**config.mk**
```make
export PLATFORM = sky130hd
export DESIGN_NAME = emb_ram
export DESIGN_NICKNAME = d
export VERILOG_FILES = /design/src/rtl/emb_ram.sv
export SDC_FILE = /design/constraint.sdc
export NUM_CORES = 1
export LEC_CHECK = 0
export BUFFER_PORTS_ARGS = -buffer_cell sky130_fd_sc_hd__buf_2
export CAP_MARGIN = 40
export CORE_MARGIN = 3
export CORE_UTILIZATION = 47
export DETAILED_ROUTE_END_ITERATION = 8
export MAX_ROUTING_LAYER = met4
export PLACE_DENSITY_LB_ADDON = 0.12
export SKIP_LAST_GASP = 1
export SYNTH_ARGS = -nofsm -noshare
export SYNTH_HDL_FRONTEND = slang
export SYNTH_SLANG_ARGS = --single-unit
```
**constraint.sdc**
```tcl
create_clock -name i_clk -period 9.6 [get_ports i_clk]
set_input_delay 1.92 -clock i_clk [delete_from_list [all_inputs] [get_ports i_clk]]
set_output_delay 1.92 -clock i_clk [all_outputs]
set_load 0.01 [all_outputs]
```
**src/rtl/emb_ram.sv**
```systemverilog
// Generic single-write, single-read RAM with registered read data.
module emb_ram #(
    parameter int WIDTH = 32,
    parameter int DEPTH = 16
) (
    input  logic                     i_clk,
    input  logic                     i_we,
    input  logic [$clog2(DEPTH)-1:0] i_waddr,
    input  logic [WIDTH-1:0]         i_wdata,
    input  logic [$clog2(DEPTH)-1:0] i_raddr,
    output logic [WIDTH-1:0]         o_rdata
);
    logic [WIDTH-1:0] r_mem [DEPTH];

    always_ff @(posedge i_clk) begin
        if (i_we) begin
            r_mem[i_waddr] <= i_wdata;
        end
        o_rdata <= r_mem[i_raddr];
    end
endmodule
```
==> results.cfg, run 1 <==
[clocking]
clkSlewWorstSetupHoldPaths_ps = 60
htreeDepth = 2
postCtsSetupRepairBufs = 0
clock_tree_sinks = 544
tritoncts.num_buffers = 53
clock_tree.root_cell = sky130_fd_sc_hd__clkbuf_16
clk_latency_ps = 580
number_of_buffers_on_the_longest_clock_path = 3
ctsHoldBuffers = 0
cts-resized-gates = 0
tritoncts_clock_tree = done

[synth]
synth_seq_cells = 544
number_of_warnings_issued_by_yosys = 0
synth.yosys.seq_area_share_pct = 80.67
post_synth_instance_area_mm2 = 0.01985
synthArstFlopShare_pct = 0
synthesis.instances = 838
synthFlopType = sky130_fd_sc_hd__edfxtp_1
synth_nets = 880
yosys.cell_types.count = 18
syn-mean-instance-area_um2 = 23.69
synth_enable_flop_cells = 512

[worst_setup_path]
arrival_ps = 4210
critical_path.top_delay_family = buffers and inverters
cp_slowest_cell = sky130_fd_sc_hd__buf_4
worstPathRequired_ps = 10030
path_buf_inv = 3
critical_path.endpoint_type = flop
critPathLaunchType = primary input
timing.critical_path.fanout_max = 53
crit_path_cell_trace = buf_4 > buf_4 > buf_16 > mux4_2 > a22oi_1 > nand2_1
cpMostUsedCell = sky130_fd_sc_hd__buf_4
worst-setup-path-type = in2reg
critPathMaxStageDelay_ps = 620

[pwr]
internal_cell_power_w = 0.003846
pwr_density_cell_mw_per_mm2 = 213.8
net-switching-power_w = 0.0009948
share_comb_of_total_power_pct = 4.8
clock_power_share_pct = 40.0
power.leakage_nw = 7.270
ir_drop_uv = 151.8
power_frac_seq_pct = 55.2
sw_frac_of_total_pct = 20.55

[finish]
layoutNonFillerInstCount = 1525
final_layout_size_suffix_gt1_share_pct = 32.42
layout-area-overhead-vs-synth_pct = 14.05
filler_cell_count = 3105
layout_commonest_cell = sky130_fd_sc_hd__edfxtp_1
final_nets = 990
layout_common_cells = sky130_fd_sc_hd__edfxtp_1, sky130_fd_sc_hd__mux4_2, sky130_fd_sc_hd__buf_2

[global_routing]
global_route.usage.total_pct = 20.43
vias_in_the_first_global_route = 9517
pin_count_of_the_biggest_net_entering_global_routing = 54
grt_antenna_before_repair = 4
grt.overflow.total = 0
grt_pass1_wl_mm = 63.62

[detailed_routing]
totalWireLength_mm = 43.14
wl_cell_um = 28.29
detailroute.via_count = 8925
vias_per_cell = 5.852
route.antenna.remaining_nets = 0
drcViolationCount = 0
iteration_0_drc_count_of_the_detailed_router = 874
detailedRoute.firstPassIterationCount = 5

[flow_run]
drv_cap = 0

[sta]
layout_min_cycle_time_ps = 3775
grt_setup_unrepaired = no
setup-tns-final_ps = 0
drv_slew = 0
final-hold-violation-count = 0
layout_worst_path_cycle_share_pct = 39.32
clock_skew_ps = 13.16
max_clock_freq_mhz = 264.9
timing_worst_slew_pin_value_ps = 820.4
slew-limit-headroom_pct = 45.31
setup_violations = 0

[placement]
placement.io_buffers = 73
hpwl_after_dpl_mm = 21.66
post-place-cells = 1425
finalWeightedCongestion = 0.6933

[floorplan]
dieArea_mm2 = 0.04474
core_mm2 = 0.04129
row_count = 74
starting_density_of_the_core_pct = 48.08
boundaryPins = 74
die-height_um = 211.5
dieWidth_um = 211.5

[hold_path]
min_delay_worst_type = reg2reg

[run_status]
outcome = complete, no violations
logic make-up after synthesis:
family          Yosys count  share of synthesized area [%]
simple gates             59                          1.273
buf+inv                  43                          1.122
compound gates           64                          2.420
flops                   544                          80.67
mux                     128                          14.52
metrics by stage:
step | area [um2] | hold WS [ps] | power, W | worst slack [ps] | utilization (%)
after floorplan | 19850 | 634.9 | 0.002853 | 4500 | -
after CTS | 22640 | 666.8 | 0.004893 | 5786 | 54.82
after detailed placement | 21030 | 651.1 | 0.002959 | 5173 | 50.93
after global routing | 22640 | 690.4 | 0.005000 | 5630 | 54.84
after global placement | 20970 | 644.3 | 0.002946 | 5033 | 50.79
final | 22640 | 667.3 | 0.004841 | 5825 | 54.84
final timing paths:
check | from | end | slack (ps) | cells past startpoint
setup reg to reg | r_mem[3][17] | o_rdata[17] | 8250 | 3
hold / removal | r_mem[14][14] | o_rdata[14] | 670 | 3
hold reg to reg | r_mem[14][14] | o_rdata[14] | 670 | 3
setup / recovery | i_raddr[1] | o_rdata[6] | 5820 | 6
layout make-up:
type	count	area, um2	share of cell area, %
Sequential cell	544	16020	70.73
Multi-Input combinational cell	251	3750	16.56
Clock buffer	64	1378	6.084
Tap cell	532	665.6	2.940
Timing Repair Buffer	98	600.6	2.652
Clock inverter	33	227.7	1.006
Antenna cell	3	7.507	0.03315
power groups by stage:
stage | Clock (W) | Sequential [W] | Combinational, W
after floorplan | 0 | 0.00273 | 0.000127
after global placement | 0 | 0.00272 | 0.000228
after detailed placement | 0 | 0.00272 | 0.000238
after CTS | 0.00198 | 0.00267 | 0.000238
after global routing | 0.00207 | 0.00267 | 0.000253
final | 0.00194 | 0.00267 | 0.000233
synth_stat cells (2+ instances only):
| cell type | number | area [um2] |
|---|---|---|
| sky130_fd_sc_hd__nor2b_1 | 2 | 12.51 |
| sky130_fd_sc_hd__edfxtp_1 | 512 | 15370 |
| sky130_fd_sc_hd__dfxtp_1 | 32 | 640.6 |
| sky130_fd_sc_hd__buf_4 | 11 | 82.58 |
| sky130_fd_sc_hd__clkbuf_1 | 17 | 63.81 |
| sky130_fd_sc_hd__nor3_1 | 4 | 20.02 |
| sky130_fd_sc_hd__nand2b_1 | 2 | 12.51 |
| sky130_fd_sc_hd__nand3b_1 | 2 | 15.01 |
| sky130_fd_sc_hd__buf_1 | 9 | 33.78 |
| sky130_fd_sc_hd__nor2_1 | 13 | 48.80 |
| sky130_fd_sc_hd__mux4_2 | 128 | 2883 |
| sky130_fd_sc_hd__buf_2 | 4 | 20.02 |
| sky130_fd_sc_hd__buf_6 | 2 | 22.52 |
| sky130_fd_sc_hd__a22oi_1 | 64 | 480.5 |
| sky130_fd_sc_hd__nand2_1 | 33 | 123.9 |
tightest hold or removal path: stages (launching register included):
cell and delay, ps:
sky130_fd_sc_hd__edfxtp_1 310, sky130_fd_sc_hd__mux4_2 220, sky130_fd_sc_hd__a22oi_1 50, sky130_fd_sc_hd__nand2_1 60
registers in the layout, summed over array words and instances, names as in the netlist:
register and count:
r_mem 512, o_rdata 32
layer usage:
layer,GRT usage (%),wire length [um],vias up
met5,-,0,-
met2,33.15,21680,233
met4,5.450,916,0
li1,-,-,3800
met3,3.008,2116,68
met1,27.66,18430,4824
(Power assumes the default switching activity.)
==> run 2: changes to the inputs <==
clock period = 3.5 ns   (was 9.6 ns; I/O delays follow)
==> run 2 against run 1 <==
Worst setup slack lost 4300 ps. Critical path type unchanged. Utilization grew 0.77 points. First-iteration DRC count is 2.1% lower. Combinational power rose to 2.8 times the previous value. Final cell count up 0.33%. Sequential share of layout area shrank 0.98 points. Global-route usage is 0.097 points higher.
==> results.cfg, run 2 (synthesis gave the netlist of run 1 again) <==
[placement]
placement.io_buffers = 73
total_cell_area_at_the_placement_stage_mm2 = 0.02121
hpwl_after_dpl_mm = 20.80
finalWeightedCongestion = 0.6914

[clocking]
ctsHoldBuffers = 0
postCtsSetupRepairBufs = 0
cts-resized-gates = 0
number_of_buffers_on_the_longest_clock_path = 3
tritoncts_clock_tree = done
clkSlewWorstSetupHoldPaths_ps = 60
clk_latency_ps = 580
htreeDepth = 2
clock_tree_sinks = 544
tritoncts.num_buffers = 53
clock_tree.root_cell = sky130_fd_sc_hd__clkbuf_16

[hold_path]
worst_hold_startpoint = i_wdata[11]
min_delay_worst_type = in2reg
holdPathEnd = r_mem[15][11]
timing.hold.worst_path_depth = 1

[finish]
final_layout_size_suffix_gt1_share_pct = 33.37
layout.cell_area.non_filler_mm2 = 0.02296
layout_top_registers = r_mem (512), o_rdata (32)
layout-area-overhead-vs-synth_pct = 15.65
top_register = r_mem
final_nets = 995
layout_common_cells = sky130_fd_sc_hd__edfxtp_1, sky130_fd_sc_hd__mux4_2, sky130_fd_sc_hd__buf_2
layout_commonest_cell = sky130_fd_sc_hd__edfxtp_1
filler_cell_count = 3045
largest_register_ffs = 512

[worst_setup_path]
critical_path.endpoint_type = flop
arrival_ps = 2400
regToRegEndpoint = o_rdata[18]
critPathLaunchType = primary input
timing.critical_path.fanout_max = 37
rr_worst_depth = 3
rrSetupSlack_ps = 2150
worstPathRequired_ps = 3950
critical_path.reg2reg.startpoint = r_mem[11][18]
worst-setup-path-type = in2reg

[pwr]
pwr_density_cell_mw_per_mm2 = 594.8
internal_cell_power_w = 0.01093
clock_power_share_pct = 41.6
power_frac_seq_pct = 53.7
share_comb_of_total_power_pct = 4.8
ir_drop_uv = 329.5
power.leakage_nw = 7.391
sw_frac_of_total_pct = 20.00
net-switching-power_w = 0.002731

[detailed_routing]
drcViolationCount = 0
route.antenna.remaining_nets = 0
detailroute.via_count = 8956
detailedRoute.firstPassIterationCount = 5
vias_per_cell = 5.854
totalWireLength_mm = 43.17
wl_cell_um = 28.22
iteration_0_drc_count_of_the_detailed_router = 856

[global_routing]
pin_count_of_the_biggest_net_entering_global_routing = 57
vias_in_the_first_global_route = 9619
grt.overflow.total = 0
grt_pass1_wl_mm = 63.71
grt_antenna_before_repair = 4
global_route.usage.total_pct = 20.53

[floorplan]
row_count = 74
core_mm2 = 0.04129
dieArea_mm2 = 0.04474
starting_density_of_the_core_pct = 48.08
die-height_um = 211.5
boundaryPins = 74
dieWidth_um = 211.5

[sta]
grt_setup_unrepaired = no
drv_slew = 0
clock_skew_ps = 10.07
final-hold-violation-count = 0
slew-limit-headroom_pct = 49.35
setup_violations = 0
timing.hold.ws_ps = 479.2
setup-tns-final_ps = 0
max_clock_freq_mhz = 513.8
layout_min_cycle_time_ps = 1946
timing_worst_slew_pin_value_ps = 759.8
layout_worst_path_cycle_share_pct = 55.60

[flow_run]
drv_cap = 0

[run_status]
outcome = complete, no violations
-- run 2: cell types whose count changed in the layout (fill, tap and decap cells not counted), moves of 3 or more --
| cell | change |
|---|---|
| sky130_fd_sc_hd__buf_12 | +11 |
| sky130_fd_sc_hd__buf_4 | -4 |
| sky130_fd_sc_hd__bufinv_16 | +3 |
| sky130_fd_sc_hd__clkbuf_1 | +3 |
| sky130_fd_sc_hd__clkbuf_8 | +6 |
| sky130_fd_sc_hd__clkinv_1 | -9 |
| sky130_fd_sc_hd__clkinv_2 | -5 |
| sky130_fd_sc_hd__nor3_2 | -4 |
| sky130_fd_sc_hd__nor3_4 | +4 |
-- run 2: area by class of cell --
type                    instances  area (um2)  area share (%)
flip-flops and latches        544       16020           69.75
multi-input cells             251        3775           16.44
clock buffers                  73        1471           6.408
repair buffers                103       752.0           3.275
well taps                     532       665.6           2.899
clock inverters                24       274.0           1.193
diodes                          3       7.507         0.03270
-- run 2: per-stage QoR --
step                      setup WS (ps)  utilization, %  total power [W]  instances
after global placement            926.2           51.31         0.008095       1429
final                              1554           55.60          0.01366       1530
after detailed placement          904.1           51.36         0.008131       1430
after floorplan                   492.0               -         0.007825        838
after CTS                          1531           55.58          0.01381       1527
after global routing               1392           55.60          0.01411       1530
-- run 2: critical path, cell delays in order --
cell	delay [ps]
sky130_fd_sc_hd__clkbuf_8	420
sky130_fd_sc_hd__buf_4	400
sky130_fd_sc_hd__mux4_2	550
sky130_fd_sc_hd__a22oi_1	210
sky130_fd_sc_hd__nand2_1	80
-- run 2: power groups by stage --
stage          combinational [W]  clock [W]  sequential [W]
6_report                0.000651    0.00568         0.00733
5_1_grt                 0.000707    0.00607         0.00734
4_1_cts                 0.000666    0.00581         0.00733
3_5_place_dp            0.000664          0         0.00747
3_3_place_gp            0.000640          0         0.00746
2_1_floorplan           0.000350          0         0.00747
-- run 2: how the worst max path moves through the flow --
stage / cells after the start / from / end / slack [ps]
6_report: 5 / i_raddr[0] / o_rdata[22] / 1550
3_3_place_gp: 5 / i_raddr[0] / o_rdata[22] / 930
5_1_grt: 5 / i_raddr[0] / o_rdata[22] / 1390
2_1_floorplan: 2 / i_waddr[2] / r_mem[1][0] / 490
3_5_place_dp: 5 / i_raddr[0] / o_rdata[22] / 900
4_1_cts: 5 / i_raddr[0] / o_rdata[22] / 1530
-- run 2: routing by layer --
layer	global-route usage, %	part of all wire, %	vias to the layer above	wire length (um)
met1	28.43	43	4788	18500
met4	6.905	2.8	0	1217
met3	3.349	5.6	90	2406
met5	-	0	-	0
met2	31.69	49	270	21050
li1	-	-	3808	-
